<file path="src/rtl/bepl_pkg.sv">
package bepl_pkg;

    localparam int ENERGY_W   = 16;
    localparam int SETPOINT_W = 32;
    localparam int FACTOR_W   = 16;
    localparam int FRAC_W     = 15;
    localparam int DIV_W      = 19;
    localparam int SEG_W      = 3;
    localparam int DELTA_W    = 4;
    localparam int DY_W       = 14;
    localparam int NUM_W      = DELTA_W + DY_W;
    localparam int TDATA_W    = 80;

    localparam logic [FACTOR_W-1:0] FACTOR_ONE = 16'd32768;
    localparam logic [3:0]          DIVISOR    = 4'd10;
    localparam logic [DIV_W-1:0]    ROUND_BIAS = 19'd5;
    localparam logic [SEG_W-1:0]    SEG_SAT    = 3'd7;

    typedef struct packed {
        logic                sat;
        logic [FACTOR_W-1:0] y0;
        logic [DIV_W-1:0]    dividend;
    } bepl_curve_t;

    function automatic logic [5:0] curve_x(input logic [SEG_W-1:0] idx);
        logic [5:0] x;
        unique case (idx)
            3'd0:    x = 6'd0;
            3'd1:    x = 6'd10;
            3'd2:    x = 6'd20;
            3'd3:    x = 6'd30;
            3'd4:    x = 6'd35;
            3'd5:    x = 6'd40;
            3'd6:    x = 6'd50;
            default: x = 6'd60;
        endcase
        return x;
    endfunction

    function automatic logic [FACTOR_W-1:0] curve_y(input logic [SEG_W-1:0] idx);
        logic [FACTOR_W-1:0] y;
        unique case (idx)
            3'd0:    y = 16'd1638;
            3'd1:    y = 16'd4096;
            3'd2:    y = 16'd8192;
            3'd3:    y = 16'd16384;
            3'd4:    y = 16'd24576;
            3'd5:    y = 16'd29491;
            3'd6:    y = 16'd31130;
            default: y = 16'd32768;
        endcase
        return y;
    endfunction

    function automatic logic [DY_W-1:0] curve_dy(input logic [SEG_W-1:0] idx);
        logic [DY_W-1:0] dy;
        unique case (idx)
            3'd0:    dy = 14'd2458;
            3'd1:    dy = 14'd4096;
            3'd2:    dy = 14'd8192;
            3'd3:    dy = 14'd8192;
            3'd4:    dy = 14'd4915;
            3'd5:    dy = 14'd1639;
            3'd6:    dy = 14'd1638;
            default: dy = 14'd0;
        endcase
        return dy;
    endfunction

    function automatic logic curve_short(input logic [SEG_W-1:0] idx);
        return (idx == 3'd3) || (idx == 3'd4);
    endfunction

endpackage

</file>
<file path="src/rtl/bepl_curve.sv">
module bepl_curve import bepl_pkg::*;
(
    input  logic [ENERGY_W-1:0] energy,
    output bepl_curve_t         curve
);

    logic [SEG_W-1:0]   seg;
    logic [5:0]         offset;
    logic [DELTA_W-1:0] delta;
    logic [NUM_W-1:0]   num;

    always_comb
    begin
        seg = '0;
        for (int i = 1; i < 8; i++)
        begin
            if (energy >= {{(ENERGY_W-6){1'b0}}, curve_x(SEG_W'(i))})
            begin
                seg = SEG_W'(i);
            end
        end
    end

    assign offset = energy[5:0] - curve_x(seg);
    assign delta  = offset[DELTA_W-1:0];
    assign num    = {{(NUM_W-DELTA_W){1'b0}}, delta} * {{(NUM_W-DY_W){1'b0}}, curve_dy(seg)};

    always_comb
    begin
        curve.sat = (seg == SEG_SAT);
        curve.y0  = curve_y(seg);
        if (curve_short(seg))
        begin
            curve.dividend = {num, 1'b0} + ROUND_BIAS;
        end
        else
        begin
            curve.dividend = {1'b0, num} + ROUND_BIAS;
        end
    end

endmodule

</file>
<file path="src/rtl/bepl_div10.sv">
module bepl_div10 import bepl_pkg::*;
(
    input  logic             clk,
    input  logic             rst_n,
    input  logic             start,
    input  logic [DIV_W-1:0] dividend,
    output logic             done,
    output logic [DIV_W-1:0] quotient
);

    localparam int CNT_W = $clog2(DIV_W + 1);

    logic [CNT_W-1:0] cnt_reg, cnt_next;
    logic             done_reg, done_next;
    logic [DIV_W-1:0] num_reg, num_next;
    logic [3:0]       rem_reg, rem_next;
    logic [4:0]       trial;
    logic [4:0]       diff;
    logic             ge;

    assign trial = {rem_reg, num_reg[DIV_W-1]};
    assign ge    = (trial >= {1'b0, DIVISOR});
    assign diff  = trial - {1'b0, DIVISOR};

    always_comb
    begin
        cnt_next  = cnt_reg;
        done_next = 1'b0;
        num_next  = num_reg;
        rem_next  = rem_reg;
        if (start)
        begin
            cnt_next = CNT_W'(DIV_W);
            num_next = dividend;
            rem_next = '0;
        end
        else if (cnt_reg != '0)
        begin
            cnt_next  = cnt_reg - 1'b1;
            done_next = (cnt_reg == CNT_W'(1));
            num_next  = {num_reg[DIV_W-2:0], ge};
            rem_next  = ge ? diff[3:0] : trial[3:0];
        end
    end

    always_ff @(posedge clk or negedge rst_n)
    begin
        if (!rst_n)
        begin
            cnt_reg  <= '0;
            done_reg <= 1'b0;
        end
        else
        begin
            cnt_reg  <= cnt_next;
            done_reg <= done_next;
        end
    end

    always_ff @(posedge clk)
    begin
        num_reg <= num_next;
        rem_reg <= rem_next;
    end

    assign done     = done_reg;
    assign quotient = num_reg;

endmodule

</file>
<file path="src/rtl/bepl_scale_lane.sv">
module bepl_scale_lane import bepl_pkg::*;
(
    input  logic                  clk,
    input  logic                  clear,
    input  logic                  step,
    input  logic                  fbit,
    input  logic [SETPOINT_W-1:0] mcand,
    output logic [SETPOINT_W-1:0] result
);

    logic [SETPOINT_W:0]   hi_reg, hi_next;
    logic [FACTOR_W-1:0]   lo_reg, lo_next;
    logic [SETPOINT_W+1:0] addend;
    logic [SETPOINT_W+1:0] sum;

    assign addend = fbit ? {{2{mcand[SETPOINT_W-1]}}, mcand} : '0;
    assign sum    = {hi_reg[SETPOINT_W], hi_reg} + addend;

    always_comb
    begin
        hi_next = hi_reg;
        lo_next = lo_reg;
        if (clear)
        begin
            hi_next = '0;
            lo_next = '0;
        end
        else if (step)
        begin
            hi_next = sum[SETPOINT_W+1:1];
            lo_next = {sum[0], lo_reg[FACTOR_W-1:1]};
        end
    end

    always_ff @(posedge clk)
    begin
        hi_reg <= hi_next;
        lo_reg <= lo_next;
    end

    // round half up: drop fraction bits, add the first dropped bit
    assign result = {hi_reg[SETPOINT_W-2:0], lo_reg[FACTOR_W-1]}
                  + {{(SETPOINT_W-1){1'b0}}, lo_reg[FACTOR_W-2]};

endmodule

</file>
<file path="src/rtl/buffer_energy_power_limiter_top.sv">
// Buffer-energy power limiter.
// Input stream (s_tvalid/s_tready/s_tdata) carries one word per control tick:
// buffer energy in joules, speed and yaw-rate setpoints in signed Q16.16.
// Output stream (m_tvalid/m_tready/m_tdata) returns one word per input word:
// both setpoints scaled by the smoothed limit factor, and the factor in Q1.15.
// The energy maps through a fixed piecewise-linear curve to a target factor,
// which a first-order filter (0.9 old + 0.1 target) smooths.
// Per item, a shared bit-serial divide-by-ten unit runs once for the curve
// (skipped when the energy is 60 J or more) and once for the filter, then two
// shift-add lanes scale both setpoints at one factor bit per cycle.
// s_tready is high only while no word is in work.
// A finished word sits in an output register; the next input word is taken
// while it waits, and its result waits for the register while m_tready is low.
// Reset sets the smoothed factor to one and empties the output register.
module buffer_energy_power_limiter_top import bepl_pkg::*;
(
    input  logic               clk,
    input  logic               rst_n,
    input  logic               s_tvalid,
    output logic               s_tready,
    input  logic [TDATA_W-1:0] s_tdata,  // energy, speed_setpoint, yaw_rate_setpoint
    output logic               m_tvalid,
    input  logic               m_tready,
    output logic [TDATA_W-1:0] m_tdata   // scaled_speed, scaled_yaw_rate, limit_factor
);

    typedef enum logic [2:0] {
        ST_IDLE,
        ST_CURVE,
        ST_CURVE_WAIT,
        ST_FILT_START,
        ST_FILT_WAIT,
        ST_SCALE,
        ST_LOAD
    } state_t;

    state_t                state_reg, state_next;
    logic [ENERGY_W-1:0]   energy_reg, energy_next;
    logic [SETPOINT_W-1:0] speed_reg, speed_next;
    logic [SETPOINT_W-1:0] yaw_reg, yaw_next;
    logic [FACTOR_W-1:0]   target_reg, target_next;
    logic [FACTOR_W-1:0]   factor_reg, factor_next;
    logic [FACTOR_W-1:0]   fsh_reg, fsh_next;
    logic [3:0]            cnt_reg, cnt_next;
    logic                  m_tvalid_reg, m_tvalid_next;
    logic [TDATA_W-1:0]    m_tdata_reg, m_tdata_next;

    bepl_curve_t           curve;
    logic                  div_start;
    logic [DIV_W-1:0]      div_dividend;
    logic                  div_done;
    logic [DIV_W-1:0]      div_quot;
    logic [FACTOR_W-1:0]   factor_new;
    logic                  lane_clear;
    logic                  lane_step;
    logic [SETPOINT_W-1:0] speed_res;
    logic [SETPOINT_W-1:0] yaw_res;

    bepl_curve u_curve
    (
        .energy (energy_reg),
        .curve  (curve)
    );

    bepl_div10 u_div
    (
        .clk      (clk),
        .rst_n    (rst_n),
        .start    (div_start),
        .dividend (div_dividend),
        .done     (div_done),
        .quotient (div_quot)
    );

    bepl_scale_lane u_speed
    (
        .clk    (clk),
        .clear  (lane_clear),
        .step   (lane_step),
        .fbit   (fsh_reg[0]),
        .mcand  (speed_reg),
        .result (speed_res)
    );

    bepl_scale_lane u_yaw
    (
        .clk    (clk),
        .clear  (lane_clear),
        .step   (lane_step),
        .fbit   (fsh_reg[0]),
        .mcand  (yaw_reg),
        .result (yaw_res)
    );

    assign div_start    = ((state_reg == ST_CURVE) && !curve.sat) || (state_reg == ST_FILT_START);
    assign div_dividend = (state_reg == ST_CURVE) ? curve.dividend
                        : {factor_reg, 3'b000} + {3'b000, factor_reg}
                          + {3'b000, target_reg} + ROUND_BIAS;
    assign factor_new   = (div_quot > {3'b000, FACTOR_ONE}) ? FACTOR_ONE : div_quot[FACTOR_W-1:0];
    assign lane_clear   = (state_reg == ST_FILT_WAIT) && div_done;
    assign lane_step    = (state_reg == ST_SCALE);

    always_comb
    begin
        state_next    = state_reg;
        energy_next   = energy_reg;
        speed_next    = speed_reg;
        yaw_next      = yaw_reg;
        target_next   = target_reg;
        factor_next   = factor_reg;
        fsh_next      = fsh_reg;
        cnt_next      = cnt_reg;
        m_tvalid_next = m_tvalid_reg && !m_tready;
        m_tdata_next  = m_tdata_reg;
        unique case (state_reg)
            ST_IDLE:
            begin
                if (s_tvalid)
                begin
                    energy_next = s_tdata[ENERGY_W-1:0];
                    speed_next  = s_tdata[ENERGY_W +: SETPOINT_W];
                    yaw_next    = s_tdata[ENERGY_W+SETPOINT_W +: SETPOINT_W];
                    state_next  = ST_CURVE;
                end
            end
            ST_CURVE:
            begin
                if (curve.sat)
                begin
                    target_next = FACTOR_ONE;
                    state_next  = ST_FILT_START;
                end
                else
                begin
                    state_next = ST_CURVE_WAIT;
                end
            end
            ST_CURVE_WAIT:
            begin
                if (div_done)
                begin
                    target_next = curve.y0 + div_quot[FACTOR_W-1:0];
                    state_next  = ST_FILT_START;
                end
            end
            ST_FILT_START:
            begin
                state_next = ST_FILT_WAIT;
            end
            ST_FILT_WAIT:
            begin
                if (div_done)
                begin
                    factor_next = factor_new;
                    fsh_next    = factor_new;
                    cnt_next    = '0;
                    state_next  = ST_SCALE;
                end
            end
            ST_SCALE:
            begin
                fsh_next = {1'b0, fsh_reg[FACTOR_W-1:1]};
                cnt_next = cnt_reg + 1'b1;
                if (cnt_reg == 4'(FACTOR_W - 1))
                begin
                    state_next = ST_LOAD;
                end
            end
            ST_LOAD:
            begin
                if (!m_tvalid_reg || m_tready)
                begin
                    m_tvalid_next = 1'b1;
                    m_tdata_next  = {factor_reg, yaw_res, speed_res};
                    state_next    = ST_IDLE;
                end
            end
            default:
            begin
                state_next = ST_IDLE;
            end
        endcase
    end

    always_ff @(posedge clk or negedge rst_n)
    begin
        if (!rst_n)
        begin
            state_reg    <= ST_IDLE;
            factor_reg   <= FACTOR_ONE;
            cnt_reg      <= '0;
            m_tvalid_reg <= 1'b0;
            m_tdata_reg  <= '0;
        end
        else
        begin
            state_reg    <= state_next;
            factor_reg   <= factor_next;
            cnt_reg      <= cnt_next;
            m_tvalid_reg <= m_tvalid_next;
            m_tdata_reg  <= m_tdata_next;
        end
    end

    always_ff @(posedge clk)
    begin
        energy_reg  <= energy_next;
        speed_reg   <= speed_next;
        yaw_reg     <= yaw_next;
        target_reg  <= target_next;
        fsh_reg     <= fsh_next;
    end

    assign s_tready = (state_reg == ST_IDLE);
    assign m_tvalid = m_tvalid_reg;
    assign m_tdata  = m_tdata_reg;

endmodule
</file>
<file path="config.mk">
export PLATFORM = sky130hd
export DESIGN_NAME = buffer_energy_power_limiter_top
export DESIGN_NICKNAME = d
export VERILOG_FILES = /design/src/rtl/bepl_pkg.sv /design/src/rtl/bepl_curve.sv /design/src/rtl/bepl_div10.sv /design/src/rtl/bepl_scale_lane.sv /design/src/rtl/buffer_energy_power_limiter_top.sv
export SDC_FILE = /design/constraint.sdc
export NUM_CORES = 1
export LEC_CHECK = 0
export BUFFER_PORTS_ARGS = -buffer_cell sky130_fd_sc_hd__buf_2
export CORE_MARGIN = 2
export CORE_UTILIZATION = 30
export DETAILED_ROUTE_END_ITERATION = 8
export GPL_ROUTABILITY_DRIVEN = 0
export HOLD_SLACK_MARGIN = 0.08
export PLACE_DENSITY = 0.54
export SLEW_MARGIN = 30
export SYNTH_ARGS = -nofsm -noshare
export SYNTH_HDL_FRONTEND = slang
export SYNTH_SLANG_ARGS = --single-unit
export TNS_END_PERCENT = 30
</file>
<file path="constraint.sdc">
create_clock -name clk -period 6.6 [get_ports clk]
set_input_delay 1.32 -clock clk [delete_from_list [all_inputs] [get_ports clk]]
set_output_delay 1.32 -clock clk [all_outputs]
set_load 0.05 [all_outputs]
</file>
### Word level (Yosys, flattened, before mapping)

Index checks and enable logic that the tools add are counted.

* input bits: 84
* output and inout port bits: 82
* memories kept: 0
* word-level logic and storage cells: 123
* bits in registers: 343
* memory bits (read-only): 0
* bits in latches: 0
* bits in writable memories: 0

* mux-type cells: 38
* bitwise operators: 0
* shifts and indexed selects: 0
* reduce and logical (&&, ||, !) cells: 22
* add/subtract/negate cells: 14
* div/mod/pow operators: 0
* $mul: 1
* equal/unequal tests: 21
* $lt $le $gt $ge: 9

Operator list (number)
* $pmux W16 S7: 1
* $pmux W14 S6: 1
* $mux W19: 4
* $add A34 B34 Y34: 2
* $mux W34: 2
* $add A32 B1 Y32: 2
* $ge A16 B6 Y1 const B: 4
* $mux W16: 4
* $pmux W16 S2: 2
* $add A19 B16 Y19: 2
* $add A19 B3 Y19 const B: 2
* $ge A16 B5 Y1 const B: 2
* $pmux W4 S7: 1
* $mux W3: 9
* $eq A3 B3 Y1 const B: 7
* $pmux W3 S7: 1
* $add A18 B3 Y19 const B: 1
* $gt A19 B16 Y1 const B: 1
* $mul A4 B14 Y18: 1
* $add A16 B16 Y16: 1
* $ge A16 B4 Y1 const B: 1
* $eq A3 B2 Y1 const B: 4
* $mux W5: 2
* $mux W4: 2
* other kinds (23): 46

### Logic depth before layout (Yosys ltp)

* depth in word-level cells: 16
* depth in mapped cells: 29
* mapped depth without buffers: 28

### Cells and area by module

A second synthesis with hierarchy kept.

* cells, all modules: 2300
* area total of the unflattened synthesis: 21770.9 sq um

By module, submodules not included
* buffer_energy_power_limiter_top: cells an instance 738, instances 1, area an instance 9699.3 sq um, sequential area each 5967.0 sq um
* bepl_scale_lane: cells an instance 535, instances 2, area an instance 3971.3 sq um, sequential area each 700.7 sq um
* bepl_curve: cells an instance 391, instances 1, area an instance 2790.2 sq um, sequential area each 0.0 sq um
* bepl_div10: cells an instance 101, instances 1, area an instance 1338.8 sq um, sequential area each 800.8 sq um

### Worst setup path before layout

OpenSTA, ideal clock, no wires.

* path type: register to register
* start point: register energy_reg[12]
* end point: register u_div.num_reg[18] (netlist: u_div.quotient[18]) (data pin)
* setup slack: -0.480 ns
* data arrival time: 6.905 ns
* required time: 6.426 ns
* cell stages (with the launch flop): 27
* clock period less this slack: 7.080 ns
* buffers on the path: 0
* setup time: 0.174 ns
* path through: edfxtp_1 nor4_2 nand3_1 a41oi_1 a21boi_1 nand2_1 a21oi_1 ha_1 a21o_1 a21oi_1 xnor2_1 xnor2_1 nor2_1 inv_1 fa_1 inv_1 fa_1 ha_1 or3_4 or2_1 o221ai_2 xor2_1 a2111oi_4 and3_4 nand4_4 or3_1 a311oi_1

* longest elaborated chain between the ends: 16
* elaborated cells between the ends (all ways): 36
* classes of those cells: 3 x add/sub; 1 x mul; 7 x order compare; 7 x eq/ne; 12 x mux; 6 x reduce/logical

Ends and longest elaborated chain
* from (decl): RTL line buffer_energy_power_limiter_top.sv:38 `logic [ENERGY_W-1:0] energy_reg, energy_next;`
* from (signal assigned): RTL line buffer_energy_power_limiter_top.sv:207 `energy_reg <= energy_next;`
* $ge A16 B4 Y1: RTL line bepl_curve.sv:17 `if (energy >= {{(ENERGY_W-6){1'b0}}, curve_x(SEG_W'(i))})`
* $mux W1: RTL line bepl_curve.sv:17
* $mux W2 (2 in a row): RTL line bepl_curve.sv:17
* $mux W3 (3 in a row): RTL line bepl_curve.sv:17
* $mux W3 (*): RTL line bepl_curve.sv:17
* $eq A3 B3 Y1, or another cell as far along: RTL line bepl_pkg.sv:27, bepl_pkg.sv:57
* $pmux W4 S7 / $reduce_or A2 Y1 (equally long branches)
* $sub A4 B4 Y4 / $pmux W14 S6 (equally long branches): RTL line bepl_curve.sv:24, bepl_pkg.sv:57
* $mul A4 B14 Y18: RTL line bepl_curve.sv:26 `assign num = {{(NUM_W-DELTA_W){1'b0}}, delta} * {{(NUM_W-DY_W){1'b0}}, curve_dy(seg)};`
* $add A19 B3 Y19 / $add A18 B3 Y19 (equally long branches): RTL line bepl_curve.sv:34, bepl_curve.sv:38
* $mux W19: RTL line bepl_curve.sv:32 `if (curve_short(seg))`
* $mux W19: RTL line buffer_energy_power_limiter_top.sv:96 `assign div_dividend = (state_reg == ST_CURVE) ? curve.dividend`
* $mux W19 (*): RTL line bepl_div10.sv:31 `if (start)`
* net u_div.num_next[18]: RTL line bepl_div10.sv:15 `logic [DIV_W-1:0] num_reg, num_next;`
* to (signal assigned): RTL line bepl_div10.sv:62 `num_reg <= num_next;`
* to (decl): RTL line bepl_div10.sv:15

The timed path passes the listed nets; every way through them passes the cells marked *.
A chain may end at the register's enable or synchronous reset.

### Worst setup path after layout

* start point: register energy_reg[13]
* end point: register u_div.num_reg[17] (netlist: u_div.quotient[17]) (data pin)

Same word-level chain as after synthesis.

==> results.cfg <==
[outcome]
status = finished with violations
violations = negative setup slack

[timing]
worst_pin_slew_ns = 0.911
rsz0062_at_grt = true
finalMaxSlewViolations = 0
max_freq_ghz = 0.151
post-route-period-util = 1.00
hold_violations = 0
slew_headroom = 0.393
report.final.setup_viol = 2
fin_skew_ns = 0.0228
fin_ws_ns = -0.00837
layout_min_cycle_time_ns = 6.61

[synthesis]
syn_area_mm2 = 0.0201
yosys.cell_types.count = 96
yosysTopAreaCell = edfxtp_1
synth_flop_cell = edfxtp_1
synth_area_leaders = edfxtp_1, dfrtp_1, ha_1, dfxtp_1, a21oi_1
synth_nets = 2403
synth-edff-count = 131
synth_area_per_cell_um2 = 9.37
synth_top_area_frac = 0.196
synth_cells = 2147
async_reset_ff_frac = 0.349
yosys_warnings = 0
yosys_register_bits = 315
yosysSeqAreaShare = 0.406

[place]
dp_hpwl_um = 39900
postPlaceCellArea_mm2 = 0.0223
io_buffers = 165
dp.cells = 3153

[critical_path]
arrival_ns = 6.92
required_ns = 6.91
rrSetupSlack_ns = -0.008
r2r-start = energy_reg[13]
cp_slowest_stage_delay_ns = 0.60
cp.depth = 27
crit_type = reg2reg
critPathMaxFanout = 7
critPathSlowestCell = fa_2
startpoint_type = register
critPathCaptureType = register
critical_path_buf_inv_count = 3
reg2reg_depth = 27
r2r-end = u_div.quotient[17]
critPathTopFamily = compound AO/OA/AOI/OAI gates
cp-endpoint = u_div.quotient[17]
cpMostUsedCell = buf_4
startpoint = energy_reg[13]

[drt]
first_iter_violations = 1107
viasPerCell = 5.04
drcViolationCount = 0
drtAntennaViolNets = 0
routed_wl_um = 54600
wl_per_cell_um = 16.7
dr.pass1.iters = 5
vias = 16500

[cts]
h-tree-depth = 2
clock_path_buffers = 3
clk_pin_slew_ns = 0.06
cts_tree = built
ctsRootBufferMaster = clkbuf_16
clock-sinks = 315
clock_latency_ns = 0.57
cts_buffers = 41

[power]
clkPwrFrac = 0.219
p_int_mw = 5.73
switching_share = 0.436
p_per_area_mw_per_mm2 = 419
p_seq_frac = 0.338
max-vdd-ir-drop_mv = 0.196
p_comb_frac = 0.442
p_switching_mw = 4.43
p_total_mw = 10.2
leakage_nw = 10.4

[finish]
drive_above_1_share = 0.190
synthToLayoutAreaGrowth_pct = 20.7
final_cell_count_no_fill = 3270
utilization = 0.367
final_nets = 2627
nFillCells = 6640
largest_reg_flops = 80
final_area_mm2 = 0.0243

[global_routing]
grt_pass1_vias = 16300
grt.overflow.total = 0
grt_pass1_wl_um = 87700
gr-usage-all-layers = 0.155
grt_max_degree = 76
antenna_found_initial = 3

[flow_run]
maxCapViolations = 0

[die]
die-width_um = 263
die_area_mm2 = 0.0691
die_h_um = 263
rows = 94
core_area_mm2 = 0.0661
start_util = 0.304
io_pins = 166

[worst_hold_path]
worstHoldStart = u_yaw.lo_reg[14]
hold_path.class = reg2reg
synth_stat cells (74+ instances only):
master      n
o21ai_0   136
xnor2_1    87
and2_1     74
inv_1      90
nand2_1   249
dfrtp_1   109
edfxtp_1  131
xor2_1     80
a21oi_1   189
dfxtp_1    74
nor2_1    183
ha_1      136
final cells by class:
class	instances	area, µm²	share of cell area
Multi-Input combinational cell	1667	11800	0.485
Clock inverter	20	161	0.00665
Inverter	91	342	0.0141
Timing Repair Buffer	255	1530	0.0629
Tap cell	864	1080	0.0445
Clock buffer	56	1200	0.0496
Antenna cell	2	5.00	0.000206
Sequential cell	315	8170	0.337
stage by stage:
stage	setup slack (ns)	hold WS, ns	TNS (ns)
after global placement	0.0918	0.444	0
after detailed placement	-0.189	0.467	-0.583
after CTS	0.00895	0.478	0
final	-0.00837	0.483	-0.0108
after global routing	-0.277	0.505	-2.10
after floorplan	0.00222	0.432	0
how the worst min path moves through the flow:
stage,endpoint,depth (start not counted)
floorplan,u_speed.hi_reg[31],2
global placement,u_speed.hi_reg[31],2
detailed placement,u_speed.lo_reg[14],1
CTS,u_div.rem_reg[3],2
global route,u_div.rem_reg[3],2
finish,u_yaw.lo_reg[14],1
placed cells by master, fill, tap and decap left out, types with 11 or more instances in the layout:
master	n
ha_1	128
a31oi_1	12
and2_1	71
o21bai_1	12
a21o_1	47
clkbuf_16	42
nor3_1	32
nand2b_1	24
nand2_1	247
and3_1	23
o211ai_1	12
a211oi_1	13
dfrtp_1	109
buf_4	85
a21oi_1	184
mux2_2	23
nand4_1	26
dfxtp_1	74
nor2_1	177
xor2_1	78
fa_1	32
inv_1	85
nor2b_1	11
nand3_1	47
buf_2	164
xnor2_1	83
o21a_1	13
o21ai_0	131
edfxtp_1	131
power groups by stage:
stage	Combinational (mW)	Clock, mW	Sequential [mW]
3_3_place_gp	4.40	0	3.46
2_1_floorplan	2.74	0	3.99
4_1_cts	4.51	2.30	3.45
5_1_grt	5.00	2.37	3.54
6_report	4.50	2.23	3.44
3_5_place_dp	4.47	0	3.47
logic make-up after synthesis:
family,share of synthesized area
adder cells (fa/ha/maj),0.121
buffers and inverters,0.0313
flip-flops,0.406
AND/OR/NAND/NOR,0.178
XOR/XNOR,0.0735
multiplexers,0.0139
AO/OA/AOI/OAI,0.176
metal layers:
layer  wire length, µm  vias to the layer above  part of all wire  track usage
li1                  -                     8129                 -            -
met1             25000                     7877              0.46        0.206
met2             25600                      377              0.47        0.258
met3              2400                       94             0.044       0.0199
met4              1530                        0             0.028       0.0527
met5                 0                        -                 0            0
worst reg2reg max path: stages, from the launching register on:
cell      delay (ns)
edfxtp_1        0.41
nor4_4          0.34
nand3_2         0.13
a41oi_2         0.24
a21boi_2        0.22
nand2_1         0.10
a21oi_2         0.18
ha_1            0.24
a21o_1          0.18
a21oi_2         0.17
xnor2_2         0.10
xnor2_2         0.25
buf_4           0.18
nor2_4          0.04
fa_2            0.60
fa_1            0.47
ha_4            0.19
or3_4           0.34
buf_4           0.15
buf_4           0.12
o211a_4         0.27
o311ai_2        0.24
a21o_2          0.26
xnor2_4         0.19
nand3_2         0.12
o311a_1         0.36
a211oi_2        0.21
nor2_1          0.06
what timing repair did:
item,in CTS,in global routing
buffers inserted,20,20
endpoints found under the setup margin,5,11
pin swaps,17,58
resized for setup,13,53
hold buffers,0,0
Power figures use the tool's default switching activity.
